## src/mmtc_pkg.sv

```systemverilog
// ----------------------------------------------------------------------------
// mmtc_pkg
// shared types and constants for the min/max tint colour map block
// ----------------------------------------------------------------------------
package mmtc_pkg;

	localparam int SAMPLE_BITS = 32;
	localparam int Q_BITS      = 8;
	localparam int NUM_W       = SAMPLE_BITS + Q_BITS;
	localparam int CNT_W       = $clog2(Q_BITS);
	localparam int IDX_W       = 2;

	localparam logic [7:0]             FULL     = 8'd255;
	localparam logic [SAMPLE_BITS-1:0] SIGN_BIT = {1'b1, {(SAMPLE_BITS-1){1'b0}}};

	typedef enum logic {
		OP_SCAN = 1'b0,
		OP_MAP  = 1'b1
	} op_t;

	typedef enum logic [IDX_W-1:0] {
		REG_TINT_RED   = 2'd0,
		REG_TINT_GREEN = 2'd1,
		REG_TINT_BLUE  = 2'd2
	} reg_idx_t;

	typedef enum logic [2:0] {
		ST_IDLE,
		ST_PREP,
		ST_MUL,
		ST_DIV,
		ST_OUT
	} state_t;

	// controller to datapath
	typedef struct packed {
		logic scan;
		logic capture;
		logic prep;
		logic mul;
		logic step;
		logic load_out;
	} cmd_t;

	// datapath to controller
	typedef struct packed {
		logic flat;
		logic last;
	} status_t;

endpackage

```

## src/minmax_tint_colormap_top.sv

```systemverilog
// ----------------------------------------------------------------------------
// minmax_tint_colormap_top
// min/max normalisation of a sample stream onto a white-to-tint gradient
// ----------------------------------------------------------------------------
// usage: stream the samples twice. scan requests (operation 0) track the
// lowest and highest sample, first_sample restarts both. map requests
// (operation 1) each give one BGR pixel, white at the minimum and the tint at
// the maximum; a flat range gives white with flat_range set.
// channels: input request (in_valid/in_ready), result (out_valid/out_ready),
// register writes (cfg_valid/cfg_ready, never stalled): 0 red, 1 green,
// 2 blue tint; other indexes are dropped.
// timing: scans run one per cycle while no map request is in progress. a
// map request runs capture, range prep, the scaling multiply, 8 restoring
// division steps (one quotient bit per step in each of three channel
// dividers) and the output load before the next request is taken. the
// result shows in the cycle after the load; a flat range skips the division.
// stall: a waiting result sits in the output register; the next map request
// is taken in, and held at the output load until the result is taken.
// reset: tints, minimum and maximum clear to zero, no result pending.
// ----------------------------------------------------------------------------
module minmax_tint_colormap_top (
	input  logic                        clk,
	input  logic                        arst_n,
	input  logic                        in_valid,
	output logic                        in_ready,
	input  logic                        operation,
	input  logic                        first_sample,
	input  logic signed [31:0]          sample,
	output logic                        out_valid,
	input  logic                        out_ready,
	output logic [7:0]                  blue,
	output logic [7:0]                  green,
	output logic [7:0]                  red,
	output logic                        flat_range,
	input  logic                        cfg_valid,
	output logic                        cfg_ready,
	input  logic [mmtc_pkg::IDX_W-1:0]  cfg_index,
	input  logic [7:0]                  cfg_data
);

	mmtc_pkg::cmd_t    cmd;
	mmtc_pkg::status_t status;

	assign cfg_ready = 1'b1;

	mmtc_ctrl u_ctrl (
		.clk       (clk),
		.arst_n    (arst_n),
		.in_valid  (in_valid),
		.in_ready  (in_ready),
		.operation (operation),
		.out_valid (out_valid),
		.out_ready (out_ready),
		.status    (status),
		.cmd       (cmd)
	);

	mmtc_dp u_dp (
		.clk          (clk),
		.arst_n       (arst_n),
		.cmd          (cmd),
		.status       (status),
		.cfg_valid    (cfg_valid),
		.cfg_index    (cfg_index),
		.cfg_data     (cfg_data),
		.first_sample (first_sample),
		.sample       (sample),
		.blue         (blue),
		.green        (green),
		.red          (red),
		.flat_range   (flat_range)
	);

endmodule

```

## src/mmtc_lane.sv

```systemverilog
// ----------------------------------------------------------------------------
// mmtc_lane
// one colour channel: scaled offset then restoring division, one bit a cycle
// ----------------------------------------------------------------------------
module mmtc_lane (
	input  logic                            clk,
	input  mmtc_pkg::cmd_t                  cmd,
	input  logic [mmtc_pkg::SAMPLE_BITS-1:0] diff,
	input  logic [mmtc_pkg::SAMPLE_BITS-1:0] range,
	input  logic [7:0]                      tint,
	output logic [mmtc_pkg::Q_BITS-1:0]     quot,
	output logic                            rem_nz
);

	logic [7:0]                   span;
	logic [mmtc_pkg::NUM_W-1:0]   prod;
	logic [mmtc_pkg::NUM_W-1:0]   rem_q;
	logic [mmtc_pkg::NUM_W-1:0]   div_q;
	logic [mmtc_pkg::NUM_W:0]     trial;
	logic [mmtc_pkg::Q_BITS-1:0]  quot_q;

	assign span  = mmtc_pkg::FULL - tint;
	assign prod  = mmtc_pkg::NUM_W'(diff) * mmtc_pkg::NUM_W'(span);
	assign trial = {1'b0, rem_q} - {1'b0, div_q};

	// quotient never exceeds span since diff <= range, so eight bits suffice
	always_ff @(posedge clk) begin
		if (cmd.mul) begin
			rem_q  <= prod;
			div_q  <= mmtc_pkg::NUM_W'({range, {(mmtc_pkg::Q_BITS-1){1'b0}}});
			quot_q <= '0;
		end else if (cmd.step) begin
			if (!trial[mmtc_pkg::NUM_W]) begin
				rem_q <= trial[mmtc_pkg::NUM_W-1:0];
			end
			quot_q <= {quot_q[mmtc_pkg::Q_BITS-2:0], ~trial[mmtc_pkg::NUM_W]};
			div_q  <= div_q >> 1;
		end
	end

	assign quot   = quot_q;
	assign rem_nz = |rem_q;

endmodule

```

## src/mmtc_dp.sv

```systemverilog
// ----------------------------------------------------------------------------
// mmtc_dp
// datapath: tint registers, min/max tracking, range prep, three lanes, output
// ----------------------------------------------------------------------------
module mmtc_dp (
	input  logic                         clk,
	input  logic                         arst_n,
	input  mmtc_pkg::cmd_t               cmd,
	output mmtc_pkg::status_t            status,
	input  logic                         cfg_valid,
	input  logic [mmtc_pkg::IDX_W-1:0]   cfg_index,
	input  logic [7:0]                   cfg_data,
	input  logic                         first_sample,
	input  logic [31:0]                  sample,
	output logic [7:0]                   blue,
	output logic [7:0]                   green,
	output logic [7:0]                   red,
	output logic                         flat_range
);

	localparam int SB = mmtc_pkg::SAMPLE_BITS;

	logic [7:0]    tint_red_q, tint_green_q, tint_blue_q;
	logic [SB-1:0] low_q, high_q;
	logic [SB-1:0] raw, key_in, key_lo, key_hi;
	logic [SB-1:0] key_s1;
	logic [SB-1:0] range_q, diff_q;
	logic [SB-1:0] range_c, offs_c, diff_c;
	logic          flat_q;
	logic [mmtc_pkg::CNT_W-1:0] cnt_q;
	logic [mmtc_pkg::Q_BITS-1:0] q_r, q_g, q_b;
	logic          nz_r, nz_g, nz_b;
	logic [7:0]    blue_q, green_q, red_q;
	logic          flat_out_q;

	assign raw    = sample[SB-1:0];
	// offset binary keys: unsigned order matches signed order
	assign key_in = raw ^ mmtc_pkg::SIGN_BIT;
	assign key_lo = low_q ^ mmtc_pkg::SIGN_BIT;
	assign key_hi = high_q ^ mmtc_pkg::SIGN_BIT;

	always_ff @(posedge clk or negedge arst_n) begin
		if (!arst_n) begin
			tint_red_q   <= '0;
			tint_green_q <= '0;
			tint_blue_q  <= '0;
		end else if (cfg_valid) begin
			unique case (mmtc_pkg::reg_idx_t'(cfg_index))
				mmtc_pkg::REG_TINT_RED:   tint_red_q   <= cfg_data;
				mmtc_pkg::REG_TINT_GREEN: tint_green_q <= cfg_data;
				mmtc_pkg::REG_TINT_BLUE:  tint_blue_q  <= cfg_data;
				default: ;
			endcase
		end
	end

	always_ff @(posedge clk or negedge arst_n) begin
		if (!arst_n) begin
			low_q  <= '0;
			high_q <= '0;
		end else if (cmd.scan) begin
			if (first_sample) begin
				low_q  <= raw;
				high_q <= raw;
			end else begin
				if (key_in < key_lo) low_q  <= raw;
				if (key_in > key_hi) high_q <= raw;
			end
		end
	end

	// range and saturated offset from the captured key
	always_comb begin
		range_c = (key_hi >= key_lo) ? key_hi - key_lo : '0;
		offs_c  = key_s1 - key_lo;
		if (key_s1 <= key_lo) begin
			diff_c = '0;
		end else if (offs_c >= range_c) begin
			diff_c = range_c;
		end else begin
			diff_c = offs_c;
		end
	end

	always_ff @(posedge clk) begin
		if (cmd.capture) begin
			key_s1 <= key_in;
		end
		if (cmd.prep) begin
			range_q <= range_c;
			diff_q  <= diff_c;
			flat_q  <= (range_c == '0);
		end
	end

	always_ff @(posedge clk or negedge arst_n) begin
		if (!arst_n) begin
			cnt_q <= '0;
		end else if (cmd.mul) begin
			cnt_q <= mmtc_pkg::CNT_W'(mmtc_pkg::Q_BITS - 1);
		end else if (cmd.step) begin
			cnt_q <= cnt_q - mmtc_pkg::CNT_W'(1);
		end
	end

	assign status.flat = flat_q;
	assign status.last = (cnt_q == '0);

	mmtc_lane u_lane_r (
		.clk    (clk),
		.cmd    (cmd),
		.diff   (diff_q),
		.range  (range_q),
		.tint   (tint_red_q),
		.quot   (q_r),
		.rem_nz (nz_r)
	);

	mmtc_lane u_lane_g (
		.clk    (clk),
		.cmd    (cmd),
		.diff   (diff_q),
		.range  (range_q),
		.tint   (tint_green_q),
		.quot   (q_g),
		.rem_nz (nz_g)
	);

	mmtc_lane u_lane_b (
		.clk    (clk),
		.cmd    (cmd),
		.diff   (diff_q),
		.range  (range_q),
		.tint   (tint_blue_q),
		.quot   (q_b),
		.rem_nz (nz_b)
	);

	// ceiling: round the quotient up when a remainder is left
	always_ff @(posedge clk) begin
		if (cmd.load_out) begin
			flat_out_q <= flat_q;
			if (flat_q) begin
				red_q   <= mmtc_pkg::FULL;
				green_q <= mmtc_pkg::FULL;
				blue_q  <= mmtc_pkg::FULL;
			end else begin
				red_q   <= mmtc_pkg::FULL - (q_r + {7'd0, nz_r});
				green_q <= mmtc_pkg::FULL - (q_g + {7'd0, nz_g});
				blue_q  <= mmtc_pkg::FULL - (q_b + {7'd0, nz_b});
			end
		end
	end

	assign blue       = blue_q;
	assign green      = green_q;
	assign red        = red_q;
	assign flat_range = flat_out_q;

endmodule

```

## src/mmtc_ctrl.sv

```systemverilog
// ----------------------------------------------------------------------------
// mmtc_ctrl
// controller: sequences capture, prep, multiply, division steps and output
// ----------------------------------------------------------------------------
module mmtc_ctrl (
	input  logic               clk,
	input  logic               arst_n,
	input  logic               in_valid,
	output logic               in_ready,
	input  logic               operation,
	output logic               out_valid,
	input  logic               out_ready,
	input  mmtc_pkg::status_t  status,
	output mmtc_pkg::cmd_t     cmd
);

	mmtc_pkg::state_t state_q, state_d;
	logic             accept;
	logic             out_free;
	logic             out_valid_q;

	assign accept   = in_valid && in_ready;
	assign out_free = !out_valid_q || out_ready;

	always_comb begin
		state_d = state_q;
		unique case (state_q)
			mmtc_pkg::ST_IDLE: begin
				if (accept && mmtc_pkg::op_t'(operation) == mmtc_pkg::OP_MAP) begin
					state_d = mmtc_pkg::ST_PREP;
				end
			end
			mmtc_pkg::ST_PREP: state_d = mmtc_pkg::ST_MUL;
			mmtc_pkg::ST_MUL: begin
				state_d = status.flat ? mmtc_pkg::ST_OUT : mmtc_pkg::ST_DIV;
			end
			mmtc_pkg::ST_DIV: begin
				if (status.last) state_d = mmtc_pkg::ST_OUT;
			end
			mmtc_pkg::ST_OUT: begin
				if (out_free) state_d = mmtc_pkg::ST_IDLE;
			end
			default: state_d = mmtc_pkg::ST_IDLE;
		endcase
	end

	// ready is always high in idle, so a request there is taken on valid alone
	always_comb begin
		in_ready = 1'b0;
		cmd      = '0;
		unique case (state_q)
			mmtc_pkg::ST_IDLE: begin
				in_ready    = 1'b1;
				cmd.scan    = in_valid && mmtc_pkg::op_t'(operation) == mmtc_pkg::OP_SCAN;
				cmd.capture = in_valid && mmtc_pkg::op_t'(operation) == mmtc_pkg::OP_MAP;
			end
			mmtc_pkg::ST_PREP: cmd.prep = 1'b1;
			mmtc_pkg::ST_MUL:  cmd.mul  = !status.flat;
			mmtc_pkg::ST_DIV:  cmd.step = 1'b1;
			mmtc_pkg::ST_OUT:  cmd.load_out = out_free;
			default: ;
		endcase
	end

	always_ff @(posedge clk or negedge arst_n) begin
		if (!arst_n) begin
			state_q     <= mmtc_pkg::ST_IDLE;
			out_valid_q <= 1'b0;
		end else begin
			state_q <= state_d;
			if (cmd.load_out) begin
				out_valid_q <= 1'b1;
			end else if (out_ready) begin
				out_valid_q <= 1'b0;
			end
		end
	end

	assign out_valid = out_valid_q;

endmodule

```

## config.mk

```make
export PLATFORM = sky130hd
export DESIGN_NAME = minmax_tint_colormap_top
export DESIGN_NICKNAME = d
export VERILOG_FILES = /design/src/mmtc_pkg.sv /design/src/minmax_tint_colormap_top.sv /design/src/mmtc_lane.sv /design/src/mmtc_dp.sv /design/src/mmtc_ctrl.sv
export SDC_FILE = /design/constraint.sdc
export NUM_CORES = 2
export LEC_CHECK = 0
export BUFFER_PORTS_ARGS = -buffer_cell sky130_fd_sc_hd__buf_2
export CAP_MARGIN = 40
export CORE_MARGIN = 5
export CORE_UTILIZATION = 35
export DETAILED_ROUTE_END_ITERATION = 10
export GPL_TIMING_DRIVEN = 0
export PLACE_DENSITY = 0.51
export SYNTH_ARGS = -nofsm -noshare
export SYNTH_HDL_FRONTEND = slang
export SYNTH_SLANG_ARGS = --single-unit
```

## constraint.sdc

```tcl
create_clock -name clk -period 6.1 [get_ports clk]
set_clock_uncertainty 0.2 [all_clocks]
set_input_delay 0.305 -clock clk [delete_from_list [all_inputs] [get_ports clk]]
set_output_delay 0.305 -clock clk [all_outputs]
set_load 0.005 [all_outputs]
```

After elaboration in Yosys (flattened, before gate mapping) --
Cells that the tools add are included.
Storage, ports and cells: register bits after elaboration 478, bits of input ports 49, output and inout bits 28, word-level logic and storage cells 133
Cells by class: add/subtract/negate cells 15, $mul 3, magnitude comparators 5, equality and inequality tests 12, mux-type cells 36, bitwise operators 7, reduce and logical (&&, ||, !) cells 27
Operators with widths (count):
- 40-bit two-way mux | 9
- 39-bit two-way mux | 6
- 32-bit two-way mux | 6
- 40-bit by 39-bit subtractor with 41-bit output | 3
- 32-bit by 8-bit multiplier with 40-bit output | 3
- 40-bit OR reduction | 3
- 32-bit greater-or-equal comparator | 2
- 32-bit subtractor | 2
- 8-bit subtractor, first input constant | 6
- 32-bit > comparator | 1
- 32-bit <= comparator | 1
- 32-bit logical NOT | 1
- 32-bit < comparator | 1
- 8-bit by 1-bit adder with 8-bit output | 3
- 3-bit two-way mux | 6
- 2-bit AND reduction | 8
- 3-bit one-hot mux with 5 select lines | 1
- 2-bit != test, second input constant | 4
- 2-bit nonzero test | 4
- 1-bit two-way mux | 7
- 1-bit NOT | 7
- 3-bit by 2-bit == test with 1-bit output, second input constant | 2
- 3-bit logical NOT | 2
- 1-bit logical AND | 4
- other kinds (11) | 13

Logic depth before layout (Yosys ltp) --
depth after elaboration 6, gate-level depth with buffers 28, gate-level depth less buffers 25

Hierarchy --
From an unflattened synthesis, not the netlist that was laid out.
Second synthesis, totals: cell total of the unflattened synthesis 6071, area, all modules 57066.0 sq um
Modules (own cells, without submodules):
- mmtc_lane at u_dp.u_lane_b | times used 1, cells each 1645, area an instance 14575.2 sq um
- mmtc_dp | times used 1, cells each 1365, area an instance 14316.2 sq um
- mmtc_lane at u_dp.u_lane_r | times used 1, cells each 1526, area an instance 14049.7 sq um
- mmtc_lane at u_dp.u_lane_g | times used 1, cells each 1511, area an instance 13887.1 sq um
- mmtc_ctrl | times used 1, cells each 22, area an instance 226.5 sq um
- minmax_tint_colormap_top | times used 1, cells each 2, area an instance 11.3 sq um

Worst setup path after synthesis --
Ideal clock, no wire load.
path kind reg-to-reg, start register u_dp.u_lane_r.rem_q[0] (netlist bit), end register u_dp.u_lane_r.rem_q[0] (netlist bit) (enable), setup time 493 ps, data arrival time 5427 ps, data required time 5407 ps, setup slack -20 ps, cell stages (with the launch flop) 15, clock period less this slack 6120 ps, path through edfxtp_1 > inv_1 > ha_1 > fa_1 > nor2b_1 > a41o_1 > a21oi_1 > nand3b_1 > a21oi_1 > o21ai_0 > o21a_1 > o311ai_1 > a21o_1 > a211oi_1 > o21ai_0
On the way: word-level cells in the longest chain between the ends 3
RTL lines:
- start, declared | RTL line mmtc_lane.sv:17 | logic [mmtc_pkg::NUM_W-1:0] rem_q;
- start signal, assigned | RTL line mmtc_lane.sv:29 | rem_q <= prod;
- start signal, assigned | RTL line mmtc_lane.sv:34 | rem_q <= trial[mmtc_pkg::NUM_W-1:0];
- 40-bit by 39-bit subtractor with 41-bit output | RTL line mmtc_lane.sv:24 | assign trial = {1'b0, rem_q} - {1'b0, div_q};
- 2-bit != test (no source line)
- 2-bit AND reduction (no source line)
No other way between the ends. A chain may end at the register's enable or synchronous reset.

Final worst setup path --
start register u_dp.diff_q[4], end register u_dp.u_lane_b.rem_q[39] (netlist bit) (data pin)
On the way: word-level cells in the longest chain between the ends 2
RTL lines:
- start, declared | RTL line mmtc_dp.sv:27 | logic [SB-1:0] range_q, diff_q;
- start signal, assigned | RTL line mmtc_dp.sv:91 | diff_q <= diff_c;
- 32-bit by 8-bit multiplier with 40-bit output | RTL line mmtc_lane.sv:23 | assign prod = mmtc_pkg::NUM_W'(diff) * mmtc_pkg::NUM_W'(span);
- 40-bit two-way mux | RTL line mmtc_lane.sv:28 | if (cmd.mul) begin
- end signal, assigned | RTL line mmtc_lane.sv:29
- end signal, assigned | RTL line mmtc_lane.sv:34
- end, declared | RTL line mmtc_lane.sv:17
No other way between the ends.

==> flow_summary.yaml <==
outcome:
  outcome: "finished, final reports clean"
sta:
  period_needed_ns: 6.047
  drv_slew: 0
  finalSetupViolations: 0
  worst_pin_slew_ns: 0.9656
  max_freq_mhz: 165.4
  rsz0062_at_grt: "yes"
  fin_crit_sh_pct: 99.13
  hold_viol_final: 0
  worst_slack_ns: 0.05305
  slew_headroom_pct: 35.62
final_layout:
  drive_gt1_share_pct: 13.82
  nFillCells: 14577
  final_area_sq_um: 59690
  multi_input_area_sq_um: 38000
  post-route-util_pct: 41.06
  area_growth_pct: 16.88
  fin_nets: 6868
  seq_area_sq_um: 11250
floorplan:
  coreArea_sq_um: 145400
  fp.dieH_um: 392.0
  start_util_pct: 35.13
  dieArea_sq_um: 153700
  fp.dieW_um: 392.0
  num_rows: 140
  io_pins: 77
worst_setup_path:
  path_buf_inv: 5
  crit_chain: "buf_4 -> buf_4 -> nand2b_1 -> fa_1 -> fa_1 -> inv_1 -> fa_1 -> inv_1 -> fa_1 -> inv_1 -> ha_2 -> o211ai_1 -> a21oi_2 -> o211ai_1 -> o211ai_1 -> a311o_1 -> nand2_2 -> o21ai_2 -> nand3_1 -> nand2_2 -> xnor2_4 -> mux2i_1"
  reg2reg_depth: 22
  arrival_ns: 6.20
  crit_fanout: 4
  start_kind: "register"
  path_depth: 22
  endpoint_kind: "register"
  slowest_delay_ns: 0.54
  crit_type: "reg -> reg"
  crit_required_ns: 6.26
  slowest_stage: "fa_1"
  cpMostUsedCell: "fa_1"
  critPathTopFamily: "adder cells"
logic_synthesis:
  yosysMostFrequentCell: "inv_1"
  ys.flop_type: "edfxtp_1"
  ys_ff_latch: 400
  synth_top_area_share_pct: 21.36
  synth_largest_area_cell: "fa_1"
  netlist_top_cells_area: "fa_1 21%, edfxtp_1 16%, ha_1 11%"
  synth-edff-count: 274
  async_reset_ff_share_pct: 23.75
  netlist_instances: 5482
  ys_seq_area_share_pct: 21.98
  synth_area_per_cell_sq_um: 9.316
  syn-cell-area_sq_um: 51070
  synth_cell_types: 85
  synth.net_count: 6540
  yosys_warnings: 0
  synth_common_cells: "660 x inv_1, 653 x nor2b_1, 545 x fa_1"
detailed_routing:
  viasPerCell: 5.274
  drtIter0Drc: 3044
  drt-met1-wl_um: 78130
  wl_met2_um: 78880
  wl_met3_um: 8591
  vias: 41004
  wire_per_inst_um: 22.06
  drc_errors: 0
  ant_nets: 0
  dr.max_layer_used: "met4"
  wl_um: 171500
  firstDrtPassIters: 6
place:
  io_buffers: 75
  pre_cts_ws_ns: -1.606
  place_area_sq_um: 54330
  post-dp-hpwl_um: 141000
  routabilityCongestion: 0.9040
worst_hold_path:
  min_path_type: "in -> reg"
  holdPathStages: 3
grt:
  grt_usage_pct: 22.21
  grt_pass1_vias: 40622
  grt_antenna_before_repair: 4
  grt.overflow.total: 0
  grt_start_max_net_pins: 55
  grt_pass1_wl_um: 258000
clocking:
  clk_latency_ns: 0.65
  cts.sinks: 400
  tritoncts: "yes"
  ctsHtreeMaxLevel: 2
  cts.path.max_buffers: 3
  cts_root_buffer: "clkbuf_16"
  numCtsBuffers: 50
  clk_pin_slew_ns: 0.06
job:
  cap_viol_max_count: 0
cell type report:
type / count / share of cell area, %
Antenna cell: 6 / 0.02515
Buffer: 222 / 2.241
Clock buffer: 65 / 2.366
Clock inverter: 29 / 0.5324
Inverter: 661 / 4.157
Multi-Input combinational cell: 4187 / 63.66
Sequential cell: 400 / 18.84
Tap cell: 1917 / 4.018
Timing Repair Buffer: 288 / 4.152
final timing paths:
path                            slack [ns]                      end                   start
worst max-delay path                  0.05  u_dp.u_lane_b.rem_q[39]          u_dp.diff_q[4]
worst min-delay path                  0.14       u_dp.tint_red_q[1]               cfg_valid
worst max register to register        0.05  u_dp.u_lane_b.rem_q[39]          u_dp.diff_q[4]
worst min register to register        0.27   u_dp.u_lane_r.div_q[4]  u_dp.u_lane_r.div_q[5]
max in group asynchronous             4.58     u_dp.tint_green_q[2]                  arst_n
min in group asynchronous             0.41          u_dp.high_q[31]                  arst_n
metrics by stage:
step	TNS, ns	hold WS [ns]	cells
2_1_floorplan	0	-0.1906	5482
3_3_place_gp	-133.33	0.2561	7474
3_5_place_dp	-85.24	0.1605	7507
4_1_cts	0	0.09183	7716
5_1_grt	-0.7295	0.1226	7769
6_report	0	0.1378	7775
placed cells by master, fill, tap and decap left out, types with 37 or more instances in the layout:
cell / Yosys / routed
nand4_1: 53 / 53
inv_1: 660 / 655
clkbuf_16: 0 / 54
clkbuf_1: 218 / 111
dlygate4sd3_1: 0 / 46
buf_2: 7 / 91
dfrtp_1: 95 / 77
xnor2_1: 161 / 144
o21a_1: 37 / 37
nor2b_1: 653 / 633
o21ai_0: 211 / 183
nor4_1: 41 / 39
ha_1: 464 / 432
nand2b_1: 218 / 217
nor2_1: 216 / 190
a21oi_1: 353 / 325
buf_4: 1 / 129
mux2_2: 85 / 85
fa_1: 545 / 535
nor3_1: 40 / 38
edfxtp_1: 274 / 274
nand2_1: 312 / 305
nand3_1: 72 / 66
xor2_1: 110 / 99
a21o_1: 168 / 168
state kept, by name, summed over array words and instances (netlist names), 32 cells and up:
register / cells
u_dp.key_s1: 32
u_dp.u_lane_r.rem_q: 40
u_dp.u_lane_b.div_q: 32
u_dp.u_lane_b.rem_q: 40
u_dp.high_q: 32
u_dp.range_q: 32
u_dp.diff_q: 32
u_dp.low_q: 32
u_dp.u_lane_g.rem_q: 40
timing repair:
item,CTS,global route
pin swaps,43,104
hold endpoints to repair,203,0
setup endpoints to repair,102,75
cloned,2,0
gates resized for setup,347,262
hold buffers,47,0
buffers inserted,73,58
kinds of logic (layout without fill, tap and decap cells):
kind of cell | count (synthesis) | after routing | share of synthesized area, %
AND/OR/NAND/NOR | 1729 | 1729 | 18.48
AO/OA/AOI/OAI | 1050 | 1050 | 12.84
flip-flops | 400 | 400 | 21.98
other | 1 | 7 | 0.007343
XOR/XNOR | 271 | 271 | 4.648
adder cells (fa/ha/maj) | 1009 | 1009 | 32.73
buffers and inverters | 895 | 1265 | 6.603
multiplexers | 127 | 127 | 2.705
worst min-delay path, stage by stage:
cell and delay, ns:
buf_2 0.11, nor3b_2 0.25, mux2_2 0.25
metal layers:
layer / vias up / GRT usage, %
li1: 19079 / -
met1: 20730 / 31.11
met2: 1020 / 36.43
met3: 175 / 2.525
met4: 0 / 6.162
met5: - / 0
Power is left out: the tool's default activity adds up to more than one toggle a clock period on the data nets, which glitch-free logic cannot reach.
